$ cat config.mk
export PLATFORM = sky130hd
export DESIGN_NAME = tape_pulse_waveform_player
export DESIGN_NICKNAME = d
export VERILOG_FILES = /design/src/hw/rtl/tpwp_pkg.sv /design/src/hw/rtl/tpwp_ctrl.sv /design/src/hw/rtl/tpwp_datapath.sv /design/src/hw/rtl/tape_pulse_waveform_player.sv
export SDC_FILE = /design/constraint.sdc
export NUM_CORES = 1
export LEC_CHECK = 0
export BUFFER_PORTS_ARGS = -buffer_cell sky130_fd_sc_hd__buf_4
export CAP_MARGIN = 30
export CELL_PAD_IN_SITES_DETAIL_PLACEMENT = 0
export CELL_PAD_IN_SITES_GLOBAL_PLACEMENT = 1
export CORE_UTILIZATION = 43
export DETAILED_ROUTE_END_ITERATION = 12
export GPL_TIMING_DRIVEN = 0
export PLACE_DENSITY = 0.78
export SYNTH_ARGS = -nofsm -noshare
export SYNTH_HDL_FRONTEND = slang
export SYNTH_HIERARCHICAL = 1
export SYNTH_SLANG_ARGS = --single-unit
$ cat constraint.sdc
create_clock -name i_clk -period 4.6 [get_ports i_clk]
set_clock_uncertainty 0.1 [all_clocks]
set_input_delay 0.92 -clock i_clk [delete_from_list [all_inputs] [get_ports i_clk]]
set_output_delay 0.92 -clock i_clk [all_outputs]
set_load 0.005 [all_outputs]
$ cat src/hw/rtl/tpwp_pkg.sv
// ============================================================================
// tpwp_pkg
// Shared types and constants of the tape pulse waveform player: item opcodes,
// play phase codes, register indexes, reset values and the control bundles
// between the controller and the datapath.
// ============================================================================
package tpwp_pkg;

    // Item opcodes
    localparam logic [1:0] OP_START   = 2'd0;
    localparam logic [1:0] OP_BYTE    = 2'd1;
    localparam logic [1:0] OP_ADVANCE = 2'd2;

    // Play phase, reported as is in the result item
    typedef enum logic [2:0] {
        PH_IDLE  = 3'd0,
        PH_PILOT = 3'd1,
        PH_SYNC  = 3'd2,
        PH_DATA  = 3'd3,
        PH_PAUSE = 3'd4
    } t_phase;

    // Configuration register indexes
    typedef enum logic [2:0] {
        CFG_PILOT_LEN   = 3'd0,
        CFG_PILOT_COUNT = 3'd1,
        CFG_SYNC_FIRST  = 3'd2,
        CFG_SYNC_SECOND = 3'd3,
        CFG_ZERO_LEN    = 3'd4,
        CFG_ONE_LEN     = 3'd5,
        CFG_FINAL_BITS  = 3'd6,
        CFG_PAUSE_MS    = 3'd7
    } t_cfg_idx;

    // Register reset values
    localparam logic [15:0] RST_PILOT_LEN   = 16'd2168;
    localparam logic [15:0] RST_PILOT_COUNT = 16'd8062;
    localparam logic [15:0] RST_SYNC_FIRST  = 16'd667;
    localparam logic [15:0] RST_SYNC_SECOND = 16'd735;
    localparam logic [15:0] RST_ZERO_LEN    = 16'd855;
    localparam logic [15:0] RST_ONE_LEN     = 16'd1710;
    localparam logic [3:0]  RST_FINAL_BITS  = 4'd8;
    localparam logic [15:0] RST_PAUSE_MS    = 16'd1000;

    // Signed T-state balance; it stays within one 16-bit length of zero on either side
    localparam int unsigned DEBT_W      = 18;
    localparam int unsigned DATA_BITS_W = 28;

    // Controller to datapath commands
    typedef struct packed {
        logic apply;     // apply the accepted item
        logic step;      // run one engine step
        logic load_out;  // capture the status into the result register
    } t_cmd;

    // Datapath to controller status
    typedef struct packed {
        logic busy;      // engine has work at the current time balance
    } t_status;

endpackage

$ cat src/hw/rtl/tpwp_ctrl.sv
// ============================================================================
// tpwp_ctrl
// Controller: takes one item, steps the pulse engine until it settles and
// hands the status to the result register.
// ============================================================================
module tpwp_ctrl (
    input  logic              i_clk,
    input  logic              i_rst_n,
    input  logic              i_in_valid,
    output logic              o_in_ready,
    output logic              o_out_valid,
    input  logic              i_out_ready,
    input  tpwp_pkg::t_status i_status,
    output tpwp_pkg::t_cmd    o_cmd
);

    typedef enum logic [1:0] {
        ST_IDLE = 2'b01,
        ST_RUN  = 2'b10
    } t_ctrl_state;

    t_ctrl_state r_state, n_state;
    logic        r_out_valid, n_out_valid;

    assign o_in_ready  = (r_state == ST_IDLE);
    assign o_out_valid = r_out_valid;

    // Sequence: apply item, step engine, load result when the slot is free
    always_comb begin
        n_state         = r_state;
        o_cmd.apply     = 1'b0;
        o_cmd.step      = 1'b0;
        o_cmd.load_out  = 1'b0;
        case (r_state)
            ST_IDLE: begin
                if (i_in_valid) begin
                    o_cmd.apply = 1'b1;
                    n_state     = ST_RUN;
                end
            end
            ST_RUN: begin
                if (i_status.busy) begin
                    o_cmd.step = 1'b1;
                end else if (!r_out_valid || i_out_ready) begin
                    o_cmd.load_out = 1'b1;
                    n_state        = ST_IDLE;
                end
            end
            default: begin
                n_state = ST_IDLE;
            end
        endcase
    end

    // Hold the result until taken
    always_comb begin
        n_out_valid = (r_out_valid && !i_out_ready) || o_cmd.load_out;
    end

    always_ff @(posedge i_clk) begin
        if (!i_rst_n) begin
            r_state     <= ST_IDLE;
            r_out_valid <= 1'b0;
        end else begin
            r_state     <= n_state;
            r_out_valid <= n_out_valid;
        end
    end

endmodule

$ cat src/hw/rtl/tpwp_datapath.sv
// ============================================================================
// tpwp_datapath
// Datapath: configuration registers, block play state, one-step pulse engine
// and the result register.
// ============================================================================
module tpwp_datapath #(
    parameter int unsigned PAUSE_CHUNK = 3500
) (
    input  logic              i_clk,
    input  logic              i_rst_n,
    input  tpwp_pkg::t_cmd    i_cmd,
    output tpwp_pkg::t_status o_status,
    input  logic              i_cfg_we,
    input  logic [2:0]        i_cfg_addr,
    input  logic [15:0]       i_cfg_wdata,
    input  logic [1:0]        i_opcode,
    input  logic [7:0]        i_data_byte,
    input  logic [23:0]       i_byte_total,
    input  logic [15:0]       i_elapsed_tstates,
    output logic              o_ear_level,
    output logic              o_need_byte,
    output logic [2:0]        o_phase,
    output logic              o_playing
);

    localparam int unsigned ChunkW = $clog2(PAUSE_CHUNK + 1);
    localparam int unsigned PauseW = 16 + ChunkW;
    localparam int unsigned DW     = tpwp_pkg::DEBT_W;
    localparam int unsigned BW     = tpwp_pkg::DATA_BITS_W;

    // Configuration registers
    logic [15:0] r_pilot_len, r_pilot_count, r_sync_first, r_sync_second;
    logic [15:0] r_zero_len, r_one_len, r_pause_ms;
    logic [3:0]  r_final_bits;

    // Play state
    logic signed [DW-1:0] r_debt, n_debt;
    tpwp_pkg::t_phase     r_phase, n_phase;
    logic                 r_level, n_level;
    logic [15:0]          r_pulses, n_pulses;
    logic                 r_sync_step, n_sync_step;
    logic                 r_half, n_half;
    logic [3:0]           r_bits, n_bits;
    logic [7:0]           r_shift, n_shift;
    logic                 r_held, n_held;
    logic [BW-1:0]        r_bits_left, n_bits_left;
    logic [PauseW-1:0]    r_pause_left, n_pause_left;
    logic                 r_pause_begun, n_pause_begun;

    // Result register
    logic       r_out_level, r_out_need, r_out_playing;
    logic [2:0] r_out_phase;

    logic              debt_le0, awaiting, pilot_on, sync_on;
    logic [3:0]        final_bits;
    logic [BW-1:0]     start_bits;
    logic [PauseW-1:0] chunk;
    logic [15:0]       bit_pulse_len;

    // Register writes
    always_ff @(posedge i_clk) begin
        if (!i_rst_n) begin
            r_pilot_len   <= tpwp_pkg::RST_PILOT_LEN;
            r_pilot_count <= tpwp_pkg::RST_PILOT_COUNT;
            r_sync_first  <= tpwp_pkg::RST_SYNC_FIRST;
            r_sync_second <= tpwp_pkg::RST_SYNC_SECOND;
            r_zero_len    <= tpwp_pkg::RST_ZERO_LEN;
            r_one_len     <= tpwp_pkg::RST_ONE_LEN;
            r_final_bits  <= tpwp_pkg::RST_FINAL_BITS;
            r_pause_ms    <= tpwp_pkg::RST_PAUSE_MS;
        end else if (i_cfg_we) begin
            case (i_cfg_addr)
                tpwp_pkg::CFG_PILOT_LEN:   r_pilot_len   <= i_cfg_wdata;
                tpwp_pkg::CFG_PILOT_COUNT: r_pilot_count <= i_cfg_wdata;
                tpwp_pkg::CFG_SYNC_FIRST:  r_sync_first  <= i_cfg_wdata;
                tpwp_pkg::CFG_SYNC_SECOND: r_sync_second <= i_cfg_wdata;
                tpwp_pkg::CFG_ZERO_LEN:    r_zero_len    <= i_cfg_wdata;
                tpwp_pkg::CFG_ONE_LEN:     r_one_len     <= i_cfg_wdata;
                tpwp_pkg::CFG_FINAL_BITS:  r_final_bits  <= i_cfg_wdata[3:0];
                tpwp_pkg::CFG_PAUSE_MS:    r_pause_ms    <= i_cfg_wdata;
                default: ;
            endcase
        end
    end

    // Engine status
    assign debt_le0 = r_debt[DW-1] || (r_debt == '0);
    assign awaiting = (r_phase == tpwp_pkg::PH_DATA) && (r_bits_left != '0) && !r_held;
    assign o_status.busy = (r_phase != tpwp_pkg::PH_IDLE) && debt_le0 && !awaiting;

    // Block setup values
    assign pilot_on   = (r_pilot_len != '0) && (r_pilot_count != '0);
    assign sync_on    = (r_sync_first != '0) && (r_sync_second != '0);
    assign final_bits = ((r_final_bits == '0) || (r_final_bits > 4'd8)) ? 4'd8 : r_final_bits;
    assign start_bits = (i_byte_total == '0) ? '0 :
                        ({1'b0, i_byte_total, 3'b000} - BW'(8) + BW'(final_bits));

    // Pause chunk and data pulse length
    assign chunk         = (r_pause_left > PauseW'(PAUSE_CHUNK)) ? PauseW'(PAUSE_CHUNK)
                                                                 : r_pause_left;
    assign bit_pulse_len = r_shift[7] ? r_one_len : r_zero_len;

    // Apply items and advance the engine one step at a time
    always_comb begin
        n_debt        = r_debt;
        n_phase       = r_phase;
        n_level       = r_level;
        n_pulses      = r_pulses;
        n_sync_step   = r_sync_step;
        n_half        = r_half;
        n_bits        = r_bits;
        n_shift       = r_shift;
        n_held        = r_held;
        n_bits_left   = r_bits_left;
        n_pause_left  = r_pause_left;
        n_pause_begun = r_pause_begun;
        if (i_cmd.apply) begin
            case (i_opcode)
                tpwp_pkg::OP_START: begin
                    n_bits_left   = start_bits;
                    n_pause_left  = PauseW'(r_pause_ms) * PauseW'(PAUSE_CHUNK);
                    n_debt        = '0;
                    n_sync_step   = 1'b0;
                    n_half        = 1'b0;
                    n_bits        = '0;
                    n_held        = 1'b0;
                    n_pause_begun = 1'b0;
                    if (pilot_on) begin
                        n_phase  = tpwp_pkg::PH_PILOT;
                        n_pulses = r_pilot_count;
                    end else if (sync_on) begin
                        n_phase  = tpwp_pkg::PH_SYNC;
                        n_pulses = 16'd2;
                    end else begin
                        n_phase  = tpwp_pkg::PH_DATA;
                        n_pulses = '0;
                    end
                end
                tpwp_pkg::OP_BYTE: begin
                    if ((r_phase != tpwp_pkg::PH_IDLE) && (r_bits_left != '0) && !r_held) begin
                        n_shift = i_data_byte;
                        n_held  = 1'b1;
                        n_bits  = 4'd8;
                        n_half  = 1'b0;
                    end
                end
                tpwp_pkg::OP_ADVANCE: begin
                    if ((r_phase != tpwp_pkg::PH_IDLE) && !(awaiting && debt_le0)) begin
                        n_debt = r_debt - $signed({2'b00, i_elapsed_tstates});
                    end
                end
                default: ;
            endcase
        end else if (i_cmd.step) begin
            case (r_phase)
                tpwp_pkg::PH_PILOT: begin
                    if (r_pulses == '0) begin
                        if (sync_on) begin
                            n_phase     = tpwp_pkg::PH_SYNC;
                            n_pulses    = 16'd2;
                            n_sync_step = 1'b0;
                        end else begin
                            n_phase = tpwp_pkg::PH_DATA;
                        end
                    end else begin
                        n_level  = !r_level;
                        n_debt   = r_debt + $signed({2'b00, r_pilot_len});
                        n_pulses = r_pulses - 16'd1;
                    end
                end
                tpwp_pkg::PH_SYNC: begin
                    if (r_pulses == '0) begin
                        n_phase = tpwp_pkg::PH_DATA;
                    end else begin
                        n_level     = !r_level;
                        n_debt      = r_debt + $signed({2'b00,
                                      (r_sync_step ? r_sync_second : r_sync_first)});
                        n_sync_step = 1'b1;
                        n_pulses    = r_pulses - 16'd1;
                    end
                end
                tpwp_pkg::PH_DATA: begin
                    if (r_bits_left == '0) begin
                        n_phase = tpwp_pkg::PH_PAUSE;
                    end else begin
                        n_level = !r_level;
                        n_debt  = r_debt + $signed({2'b00, bit_pulse_len});
                        if (!r_half) begin
                            n_half = 1'b1;
                        end else begin
                            // second half done: drop the bit
                            n_half      = 1'b0;
                            n_bits      = r_bits - 4'd1;
                            n_bits_left = r_bits_left - BW'(1);
                            n_shift     = {r_shift[6:0], 1'b0};
                            if ((r_bits == 4'd1) || (r_bits_left == BW'(1))) begin
                                n_held = 1'b0;
                                n_bits = '0;
                            end
                        end
                    end
                end
                tpwp_pkg::PH_PAUSE: begin
                    if (r_pause_left == '0) begin
                        n_phase = tpwp_pkg::PH_IDLE;
                    end else begin
                        n_debt       = r_debt + $signed({2'b00, 16'(chunk)});
                        n_pause_left = r_pause_left - chunk;
                        if (r_pause_begun) begin
                            n_level = 1'b0;
                        end else begin
                            n_pause_begun = 1'b1;
                            n_level       = !r_level;
                        end
                    end
                end
                default: ;
            endcase
        end
    end

    always_ff @(posedge i_clk) begin
        if (!i_rst_n) begin
            r_debt        <= '0;
            r_phase       <= tpwp_pkg::PH_IDLE;
            r_level       <= 1'b0;
            r_pulses      <= '0;
            r_sync_step   <= 1'b0;
            r_half        <= 1'b0;
            r_bits        <= '0;
            r_held        <= 1'b0;
            r_bits_left   <= '0;
            r_pause_left  <= '0;
            r_pause_begun <= 1'b0;
        end else begin
            r_debt        <= n_debt;
            r_phase       <= n_phase;
            r_level       <= n_level;
            r_pulses      <= n_pulses;
            r_sync_step   <= n_sync_step;
            r_half        <= n_half;
            r_bits        <= n_bits;
            r_held        <= n_held;
            r_bits_left   <= n_bits_left;
            r_pause_left  <= n_pause_left;
            r_pause_begun <= n_pause_begun;
        end
    end

    // Shift byte holds data only once a byte has been supplied
    always_ff @(posedge i_clk) begin
        r_shift <= n_shift;
    end

    // Capture the settled status as the result item
    always_ff @(posedge i_clk) begin
        if (i_cmd.load_out) begin
            r_out_level   <= r_level;
            r_out_need    <= awaiting;
            r_out_phase   <= r_phase;
            r_out_playing <= (r_phase != tpwp_pkg::PH_IDLE);
        end
    end

    assign o_ear_level = r_out_level;
    assign o_need_byte = r_out_need;
    assign o_phase     = r_out_phase;
    assign o_playing   = r_out_playing;

endmodule

$ cat src/hw/rtl/tape_pulse_waveform_player.sv
// ============================================================================
// tape_pulse_waveform_player
// Top level: tape signal level generator for one standard or custom block.
// ============================================================================
// An item is applied, then the pulse engine makes one step for every pulse edge,
// pause chunk or phase change that it sets off, one such step per cycle, and
// the status is then loaded into the result register; a byte played at zero
// bit lengths sets off all of its edges in one run of steps. Each item returns one
// result item with the status after it; the result sits in an output
// register, so the next item is taken while it waits, but that item's result
// is held back until the register is read. Registers are written through the
// plain write port; the user must write them only while no item is in flight,
// as the block itself does not enforce it.
module tape_pulse_waveform_player #(
    parameter int unsigned PAUSE_CHUNK = 3500
) (
    input  logic        i_clk,
    input  logic        i_rst_n,
    input  logic        i_cfg_we,
    input  logic [2:0]  i_cfg_addr,
    input  logic [15:0] i_cfg_wdata,
    input  logic        i_in_valid,
    output logic        o_in_ready,
    input  logic [1:0]  i_opcode,
    input  logic [7:0]  i_data_byte,
    input  logic [23:0] i_byte_total,
    input  logic [15:0] i_elapsed_tstates,
    output logic        o_out_valid,
    input  logic        i_out_ready,
    output logic        o_ear_level,
    output logic        o_need_byte,
    output logic [2:0]  o_phase,
    output logic        o_playing
);

    tpwp_pkg::t_cmd    cmd;
    tpwp_pkg::t_status status;

    // Sequence items
    tpwp_ctrl u_ctrl (
        .i_clk       (i_clk),
        .i_rst_n     (i_rst_n),
        .i_in_valid  (i_in_valid),
        .o_in_ready  (o_in_ready),
        .o_out_valid (o_out_valid),
        .i_out_ready (i_out_ready),
        .i_status    (status),
        .o_cmd       (cmd)
    );

    // Play state and pulse engine
    tpwp_datapath #(
        .PAUSE_CHUNK (PAUSE_CHUNK)
    ) u_datapath (
        .i_clk             (i_clk),
        .i_rst_n           (i_rst_n),
        .i_cmd             (cmd),
        .o_status          (status),
        .i_cfg_we          (i_cfg_we),
        .i_cfg_addr        (i_cfg_addr),
        .i_cfg_wdata       (i_cfg_wdata),
        .i_opcode          (i_opcode),
        .i_data_byte       (i_data_byte),
        .i_byte_total      (i_byte_total),
        .i_elapsed_tstates (i_elapsed_tstates),
        .o_ear_level       (o_ear_level),
        .o_need_byte       (o_need_byte),
        .o_phase           (o_phase),
        .o_playing         (o_playing)
    );

    // A byte is only awaited while the data phase plays
    a_need_in_data: assert property (@(posedge i_clk) disable iff (!i_rst_n)
        o_out_valid |-> (!o_need_byte || (o_playing && (o_phase == tpwp_pkg::PH_DATA))))
        else $error("need_byte reported outside the data phase");

    // Playing flag agrees with the phase
    a_playing_phase: assert property (@(posedge i_clk) disable iff (!i_rst_n)
        o_out_valid |-> (o_playing == (o_phase != tpwp_pkg::PH_IDLE)))
        else $error("playing flag disagrees with phase");

    // The engine never steps or loads the result while a new item may enter
    a_no_step_when_ready: assert property (@(posedge i_clk) disable iff (!i_rst_n)
        (cmd.step || cmd.load_out) |-> !o_in_ready)
        else $error("engine active while input is open");

endmodule
# Word-level counts from Yosys, hierarchy flattened

Index checks and enable logic that the tools add are counted.
Widths: inputs -> output; s select.

Add/sub/neg operators: 11
Multipliers: 1
Divide/modulo/power cells: 0
Magnitude comparators: 2
Equal/unequal tests: 42
Shifts and indexed selects: 0
Mux-type cells: 100
Bitwise logic cells: 1
Reduce and logical (&&, ||, !) cells: 65

Operator list:

| cell                   | count |
|---|---|
| $mux 28                | 13 |
| $mux 16                | 9 |
| $mux 18                | 7 |
| $add 18x17->18         | 4 |
| $pmux 18 s4            | 1 |
| $reduce_bool 16->1     | 4 |
| $logic_not 28->1       | 2 |
| $mux 8                 | 7 |
| $pmux 18 s2            | 1 |
| $mux 1                 | 33 |
| $mux 4                 | 8 |
| $pmux 16 s2            | 1 |
| $add 28x4->28          | 1 |
| $eq 28x1->1 const B    | 1 |
| $gt 28x12->1 const B   | 1 |
| $reduce_bool 28->1     | 1 |
| $sub 27x4->28 const B  | 1 |
| $sub 28x1->28 const B  | 1 |
| $sub 28x28->28         | 1 |
| $mul 16x10->26 const B | 1 |
| $logic_not 24->1       | 1 |
| $mux 3                 | 8 |
| $reduce_and 6->1       | 4 |
| $logic_not 18->1       | 1 |
| other kinds (40)       | 110 |

Flip-flop bits (word level): 235
Latch bits: 0
Memory bits (writable): 0
Bits in read-only memories: 0
Word-level logic and storage cells: 248
Memories kept: 0

# Depth between registers and ports, before layout

Gate-level depths: netlist (run 1).

Depth after elaboration: 9
Depth in mapped cells: 20
Mapped depth without buffers: 19

# By module

The synthesis (run 1) kept the hierarchy.

By module, submodules not included:

| module        | instances | cells each | area an instance (um2) | sequential area each (um2) |
|---|---|---|---|---|
| tpwp_datapath | 1         | 2310       | 18073.6                | 4784.6 |
| tpwp_ctrl     | 1         | 15         | 140.1                  | 60.1 |

# Worst setup path after synthesis (run 1)

OpenSTA, ideal clock, no wires.

Kind: flip-flop to flip-flop
Start point: reg u_datapath.r_pause_ms[2]
End point: reg u_datapath.r_pause_left[22]
Setup time: 112 ps
Arrival time: 4819 ps
Slack: -431 ps
Cell stages (with the launch flop): 19
Buffers on the path: 0
Clock period less this slack: 5031 ps
Cell sequence: dfxtp_1 > ha_1 > inv_1 > fa_1 > inv_1 > fa_1 > inv_1 > fa_1 > inv_1 > fa_1 > ha_1 > nand3_1 > a211oi_1 > o311ai_0 > a21oi_1 > a221oi_1 > xnor2_1 > nor2_1 > a2111oi_1

Longest elaborated chain between the ends: 3

Ends and longest elaborated chain:

| element                | line                 | text |
|---|---|---|
| from (decl)            | tpwp_datapath.sv:33  | `logic [15:0] r_zero_len, r_one_len, r_pause_ms;` |
| from (signal assigned) | tpwp_datapath.sv:70  | `r_pause_ms <= tpwp_pkg::RST_PAUSE_MS;` |
| from (signal assigned) | tpwp_datapath.sv:80  | `tpwp_pkg::CFG_PAUSE_MS: r_pause_ms <= i_cfg_wdata;` |
| $mul 16x10->26         | tpwp_datapath.sv:121 | `n_pause_left = PauseW'(r_pause_ms) * PauseW'(PAUSE_CHUNK);` |
| $mux 28                | tpwp_datapath.sv:118 | `case (i_opcode)` |
| $mux 28                | tpwp_datapath.sv:117 | `if (i_cmd.apply) begin` |
| to (signal assigned)   | tpwp_datapath.sv:245 | `r_pause_left <= n_pause_left;` |
| to (decl)              | tpwp_datapath.sv:47  | `logic [PauseW-1:0] r_pause_left, n_pause_left;` |

No other way between the ends. The select of a mux whose other input is x is not followed.
A chain may end at the register's enable or synchronous reset.

# Worst setup path in the final report (run 1)

Start point: reg u_datapath.r_pause_ms[7]
End point: reg u_datapath.r_pause_left[22]

The elaborated chain is that of the path after synthesis.

==> run_results.csv, run 1 <==
group,metric,value,unit
outcome,status,"finished with violations",
outcome,violations,"setup timing",
pwr,p_per_area,364,nW/um^2
worst_setup_path,cp.required,4.96,ns
worst_setup_path,start_kind,"flip-flop",
global_route,grt_use_total,0.280,
worst_setup_path,max_stage_delay,0.55,ns
routing,wl_per_cell,20.6,microns
logic_synthesis,synth_area_per_cell,7.83,sq um
timing,setup_slack,-0.220,ns
worst_setup_path,r2r_end,"u_datapath/r_pause_left[22]",
timing,setup_viol,10,
timing,tightest_slew,1.04,ns
worst_setup_path,crit_chain,"ha_4 > inv_1 > fa_1 > inv_1 > fa_1 > fa_1 > inv_1 > fa_1 > inv_1 > ha_4 > a21o_1 > a21o_1 > a21oi_2 > a21oi_2 > a221oi_2 > xnor2_1 > nor2_1 > a2111oi_1",
cts,htree_levels,1,
global_route,grt_max_degree,16,
hold_path,min_path_type,"flip-flop to flip-flop",
cts,cts_tree,"yes",
global_route,grt_pass1_wl,95.5,mm
global_route,antenna_found_initial,0,
finish,area_delta_synth_final,17.3,%
timing,period_share,1.05,
worst_setup_path,ff2ff_setup_slack,-0.22,ns
finish,drive_above_1_share,0.141,
worst_setup_path,critPathKind,"flip-flop to flip-flop",
worst_setup_path,cp-startpoint,"u_datapath/r_pause_ms[7]",
worst_setup_path,worstReg2RegStart,"u_datapath/r_pause_ms[7]",
worst_setup_path,critPathMaxFanout,6,
cts,cts_made_buffers,29,
timing,period_needed,4.82,ns
pwr,leakagePower,9.18,nW
logic_synthesis,synth_top_area_frac,0.243,
logic_synthesis,async_flop_share,0,
cts,clk_pin_slew,0.06,ns
logic_synthesis,ys_ff_latch,235,
routing,drt-vias-per-instance,5.90,
finish,nFillCells,4083,
logic_synthesis,yosysSeqAreaShare,0.266,
logic_synthesis,yosysUniqueCellTypes,93,
timing,rsz0062_at_grt,"yes",
die,start_util,0.435,
die,die_h,208,microns
place,portBuffers,75,
timing,max_freq,207,MHz
global_route,grt_overflow,0,
worst_setup_path,crit_slowest_cell,"fa_1",
logic_synthesis,synth_edf_count,14,
place,place_congestion,0.932,
logic_synthesis,netlist_area,18200,sq um
timing,slew_headroom,0.299,
routing,drc,0,
timing,hold_violations,0,
die,die_w,208,microns
cts,insertion_delay,0.59,ns
routing,ant_nets,0,
place,dp_hpwl,47.1,mm
flow_run,cap_viol_max_count,0,
global_route,grt_pass1_vias,17000,
cts,cts.sinks,235,
pwr,irDropWorstVdd,245,uV
worst_setup_path,crit_end,"u_datapath/r_pause_left[22]",
routing,wl,62.4,mm
logic_synthesis,yosys.area.top_type,"dfxtp_1",
die,coreArea,41900,sq um
finish,fin_cells,3024,
cts,clockRootBuffer,"clkbuf_16",
die,dieArea,43200,sq um
timing,slew_violations,0,
finish,final_util,0.511,
timing,fin_tns_setup,-1.20,ns
logic_synthesis,yosys-top-cells-area,"dfxtp_1 24%, ha_1 11%, fa_1 7.0%",
finish,final_common_cell,"nand2_1",
logic_synthesis,syn_nets,2624,
cts,cts_buffer_depth,3,
routing,drt_iter0_drc,1466,
place,dp_cells,2940,
logic_synthesis,synth_ff_type,"dfxtp_1",
worst_setup_path,crit_arrival,5.18,ns
finish,layout_common_cells,"321 x nand2_1, 205 x dfxtp_1, 195 x a21oi_1",
worst_setup_path,end_kind,"flip-flop",
finish,diodes,0,
worst_setup_path,rr_worst_depth,18,
die,io_pins,82,
routing,drtPass1Iterations,5,
logic_synthesis,ys_warn_count,6,
die,rows,75,
routing,dr_total_vias,17800,
logic_synthesis,synthCells,2325,
finish,fin_nets,2763,
-- timing repair --
item                       4_1_cts  5_1_grt
hold buffers                     0        0
pin swaps                       53       49
setup endpoints to repair       27       90
resized for setup               86       65
setup buffers                   21       17
gates cloned                     0        0
-- worst min-delay path by stage --
stage                     slack, ns  depth (start not counted)                      start                   endpoint
after floorplan                0.31                          0      u_datapath/r_phase[2]      u_datapath/o_phase[2]
after global placement         0.34                          2   u_datapath/r_one_len[15]   u_datapath/r_one_len[15]
after detailed placement       0.35                          2  u_datapath/r_zero_len[12]  u_datapath/r_zero_len[12]
after CTS                      0.35                          2  u_datapath/r_zero_len[12]  u_datapath/r_zero_len[12]
after global routing           0.37                          2    u_datapath/r_one_len[8]    u_datapath/r_one_len[8]
final                          0.36                          2  u_datapath/r_zero_len[10]  u_datapath/r_zero_len[10]
-- flip-flops by register name, indices dropped and copies added, names as in the netlist, 2 cells and up --
| name | flops |
|---|---|
| u_datapath/r_bits_left | 28 |
| u_datapath/r_pause_left | 28 |
| u_datapath/r_debt | 18 |
| u_datapath/r_one_len | 16 |
| u_datapath/r_pause_ms | 16 |
| u_datapath/r_pilot_count | 16 |
| u_datapath/r_pilot_len | 16 |
| u_datapath/r_pulses | 16 |
| u_datapath/r_sync_first | 16 |
| u_datapath/r_sync_second | 16 |
| u_datapath/r_zero_len | 16 |
| u_datapath/r_shift | 8 |
| u_datapath/r_bits | 4 |
| u_datapath/r_final_bits | 4 |
| u_datapath/o_phase | 3 |
| u_datapath/r_phase | 3 |
| u_ctrl/r_state | 2 |
-- critical path, delay by kind of cell (launching register included) --
family,cells,cell delay (ns)
fa+ha+maj,6,2.52
compound gates,6,1.23
flops,1,0.39
buf+inv,4,0.21
xor+xnor,1,0.15
simple gates,1,0.08
-- routing by layer --
layer  routed length [microns]  vias to the layer above  track usage
met5                         0                        -            0
met4                      1900                        0       0.0899
met3                      4410                      112       0.0377
met2                     28900                      639        0.461
met1                     27100                     8629        0.378
li1                          -                     8461            -
-- stage by stage --
stage               total power [mW]  hold slack (ns)  cell area (sq um)  setup slack (ns)
floorplan                       4.20            0.306              18300           -0.0202
global placement                4.91            0.339              19600            -0.546
detailed placement              4.93            0.345              19600            -0.583
CTS                             7.56            0.354              21000            -0.281
global route                    8.20            0.372              21400            -0.361
finish                          7.77            0.357              21400            -0.220
-- cell type report --
cell class	count	area, sq um	area share
multi-input combinational	1783	12800	0.599
sequential	235	4900	0.229
timing repair buffer	113	872	0.0408
buffer	104	422	0.0197
clock inverter	10	125	0.00586
inverter	198	749	0.0351
tap	539	674	0.0316
clock buffer	42	825	0.0386
-- power by group --
part / leakage (nW) / switching, mW / internal (mW)
Combinational: 6.79 / 1.86 / 1.42
Sequential: 1.93 / 0.0709 / 2.11
Clock: 0.465 / 0.954 / 1.36
-- synth_stat cells (9+ instances only) --
cell type  number
edfxtp_1       14
or2_2          12
o211a_1         9
o221ai_1       12
o21bai_1       12
xnor2_1        39
mux2i_1        26
clkbuf_1       87
nand2b_1       18
buf_1          10
nor2_1        183
nand2_1       326
dfxtp_1       221
ha_1          161
nor3_1         59
o21ai_0       135
a21o_1         30
xor2_1         26
nor4_1         36
a22oi_1        25
o21a_1         23
nor2b_1        25
fa_1           64
buf_2           9
a31oi_1        18
a221oi_1       10
o211ai_1       13
mux2_2         20
a211oi_1       27
or3_1          14
and2_1         12
nand3_1        79
nand4_1        15
a21oi_1       203
o31ai_1        10
inv_1         197
-- cell families (layout without fill, tap and decap cells) --
kind of cell             after synthesis  after routing  synth area share
XOR/XNOR                              65             65            0.0313
other                                  1              1          0.000206
multiplexers                          46             46            0.0267
buffers and inverters                307            467            0.0646
AO/OA/AOI/OAI                        617            617             0.217
adder cells (fa/ha/maj)              226            226             0.181
flip-flops                           235            235             0.266
AND/OR/NAND/NOR                      828            828             0.213
Power figures use the tool's default switching activity.
==> run 2, diff against run 1 <==
--- a/config.mk
+++ b/config.mk
@@ -8,11 +8,11 @@
 export BUFFER_PORTS_ARGS = -buffer_cell sky130_fd_sc_hd__buf_4
 export CAP_MARGIN = 30
 export CELL_PAD_IN_SITES_DETAIL_PLACEMENT = 0
-export CELL_PAD_IN_SITES_GLOBAL_PLACEMENT = 1
-export CORE_UTILIZATION = 43
+export CELL_PAD_IN_SITES_GLOBAL_PLACEMENT = 2
+export CORE_UTILIZATION = 34
 export DETAILED_ROUTE_END_ITERATION = 12
 export GPL_TIMING_DRIVEN = 0
-export PLACE_DENSITY = 0.78
+export PLACE_DENSITY = 0.77
 export SYNTH_ARGS = -nofsm -noshare
 export SYNTH_HDL_FRONTEND = slang
 export SYNTH_HIERARCHICAL = 1
==> run 2 against run 1 <==
Compared with the run above:
- the run ends with DRC, setup timing left
- sequential power barely moved
- combinational power shrank 2%
- die area rose by 26%
- critical path type unchanged
- highest routed layer unchanged
==> run_results.csv, run 2 (synthesis gave the netlist of run 1 again) <==
group,metric,value,unit
die,io_pins,82,
pwr,irDropWorstVdd,313,uV
finish,final_util,0.409,
cts,cts.sinks,235,
hold_path,hold_depth,2,
cts,cts_tree,"yes",
flow_run,cap_viol_max_count,0,
finish,area_delta_synth_final,18.5,%
worst_setup_path,critPathKind,"flip-flop to flip-flop",
cts,clk_pin_slew,0.06,ns
timing,rsz0062_at_grt,"yes",
die,die_h,233,microns
die,dieArea,54500,sq um
finish,drive_above_1_share,0.140,
cts,cts_made_buffers,30,
finish,fin_nets,2760,
finish,largestRegisters,"u_datapath/r_bits_left x28, u_datapath/r_pause_left x28, u_datapath/r_debt x18",
cts,cts_buffer_depth,3,
cts,insertion_delay,0.61,ns
place,place_congestion,0.900,
worst_setup_path,start_kind,"flip-flop",
die,start_util,0.345,
finish,final_common_cell,"nand2_1",
cts,clockRootBuffer,"clkbuf_16",
worst_setup_path,crit_arrival,5.21,ns
timing,whs,0.354,ns
outcome,status,"finished with violations",
timing,max_freq,206,MHz
place,dp_cells,3089,
routing,drt_iter0_drc,1459,
die,die_w,233,microns
timing,setup_viol,10,
timing,slew_headroom,0.331,
finish,fin_area,21600,sq um
cts,htree_levels,1,
routing,drc,9,
global_route,grt_max_degree,18,
finish,diodes,0,
pwr,total_power,7.78,mW
hold_path,min_path_type,"flip-flop to flip-flop",
outcome,violations,"DRC, setup timing",
global_route,grt_pass1_vias,17100,
routing,drt-vias-per-instance,5.52,
place,dpl-instance-area,19800,sq um
finish,layout_common_cells,"322 x nand2_1, 206 x dfxtp_1, 193 x a21oi_1",
timing,hold_violations,0,
worst_setup_path,critPathMaxFanout,6,
global_route,grt_overflow,0,
global_route,grt_pass1_wl,100,mm
timing,tightest_slew,1.00,ns
finish,fin_cells,3169,
global_route,grt_use_total,0.240,
routing,ant_nets,0,
timing,slew_violations,0,
place,portBuffers,75,
worst_setup_path,end_kind,"flip-flop",
routing,wl_per_cell,20.8,microns
timing,period_share,1.05,
die,rows,84,
worst_setup_path,rr_worst_depth,17,
place,dp_slack,-0.599,ns
worst_setup_path,cp.required,4.97,ns
pwr,leakagePower,9.21,nW
timing,setup_slack,-0.245,ns
pwr,p_per_area,361,nW/um^2
timing,period_needed,4.84,ns
place,dp_hpwl,50.3,mm
routing,dr_total_vias,17500,
routing,drtPass1Iterations,9,
routing,wl,65.8,mm
global_route,antenna_found_initial,0,
die,coreArea,52800,sq um
timing,fin_tns_setup,-1.54,ns
## run 2: cell count changes in the layout (fill, tap and decap cells not counted), sizes merged
cell / previous run / this run
clkbuf: 126 / 125
inv: 198 / 197
clkinv: 6 / 5
clkinvlp: 2 / 1
## run 2: metal layers
metal / vias to the layer above / part of all wire / GRT usage / wire (microns)
met4: 0 / 0.028 / 0.0662 / 1870
met1: 8460 / 0.46 / 0.329 / 30200
met3: 96 / 0.051 / 0.0276 / 3340
li1: 8477 / - / - / -
met2: 449 / 0.46 / 0.397 / 30500
met5: - / 0 / 0 / 0
## run 2: area by class of cell
class,count,area (sq um)
fill,5569,31200
multi-input combinational,1783,12800
sequential,235,4890
clock buffer,45,878
tap,688,861
timing repair buffer,112,852
inverter,198,752
buffer,101,412
clock inverter,7,110
## run 2: path summary, 6_finish.rpt
path	start	end	slack [ns]
worst max-delay path	u_datapath/r_pause_ms[8]	u_datapath/r_pause_left[27]	-0.24
worst min-delay path	u_datapath/r_zero_len[5]	u_datapath/r_zero_len[5]	0.35
worst max register to register	u_datapath/r_pause_ms[8]	u_datapath/r_pause_left[27]	-0.24
worst min register to register	u_datapath/r_zero_len[5]	u_datapath/r_zero_len[5]	0.35
## run 2: worst max-delay path: stages (launching register included)
cell and delay, ns:
dfxtp_4 0.40, ha_4 0.27, inv_2 0.03, fa_1 0.45, fa_1 0.49, fa_1 0.53, inv_2 0.04, fa_1 0.58
ha_4 0.23, a21o_1 0.16, a21o_1 0.18, a22oi_2 0.19, o2111ai_2 0.16, nand3b_1 0.17, nand3_2 0.11, a31oi_4 0.24
xnor2_4 0.11, a221oi_2 0.24
## run 2: report_power, final
part | internal, mW | switching [mW] | leakage [nW] | total, mW
clock network | 1.42 | 0.958 | 0.484 | 2.38
registers | 2.11 | 0.0749 | 1.93 | 2.19
logic | 1.38 | 1.84 | 6.80 | 3.22
## run 2: what timing repair did
action,CTS,global route
resized for setup,90,57
hold buffers,0,0
endpoints found under the setup margin,53,83
pin swaps,45,51
setup buffers,21,15
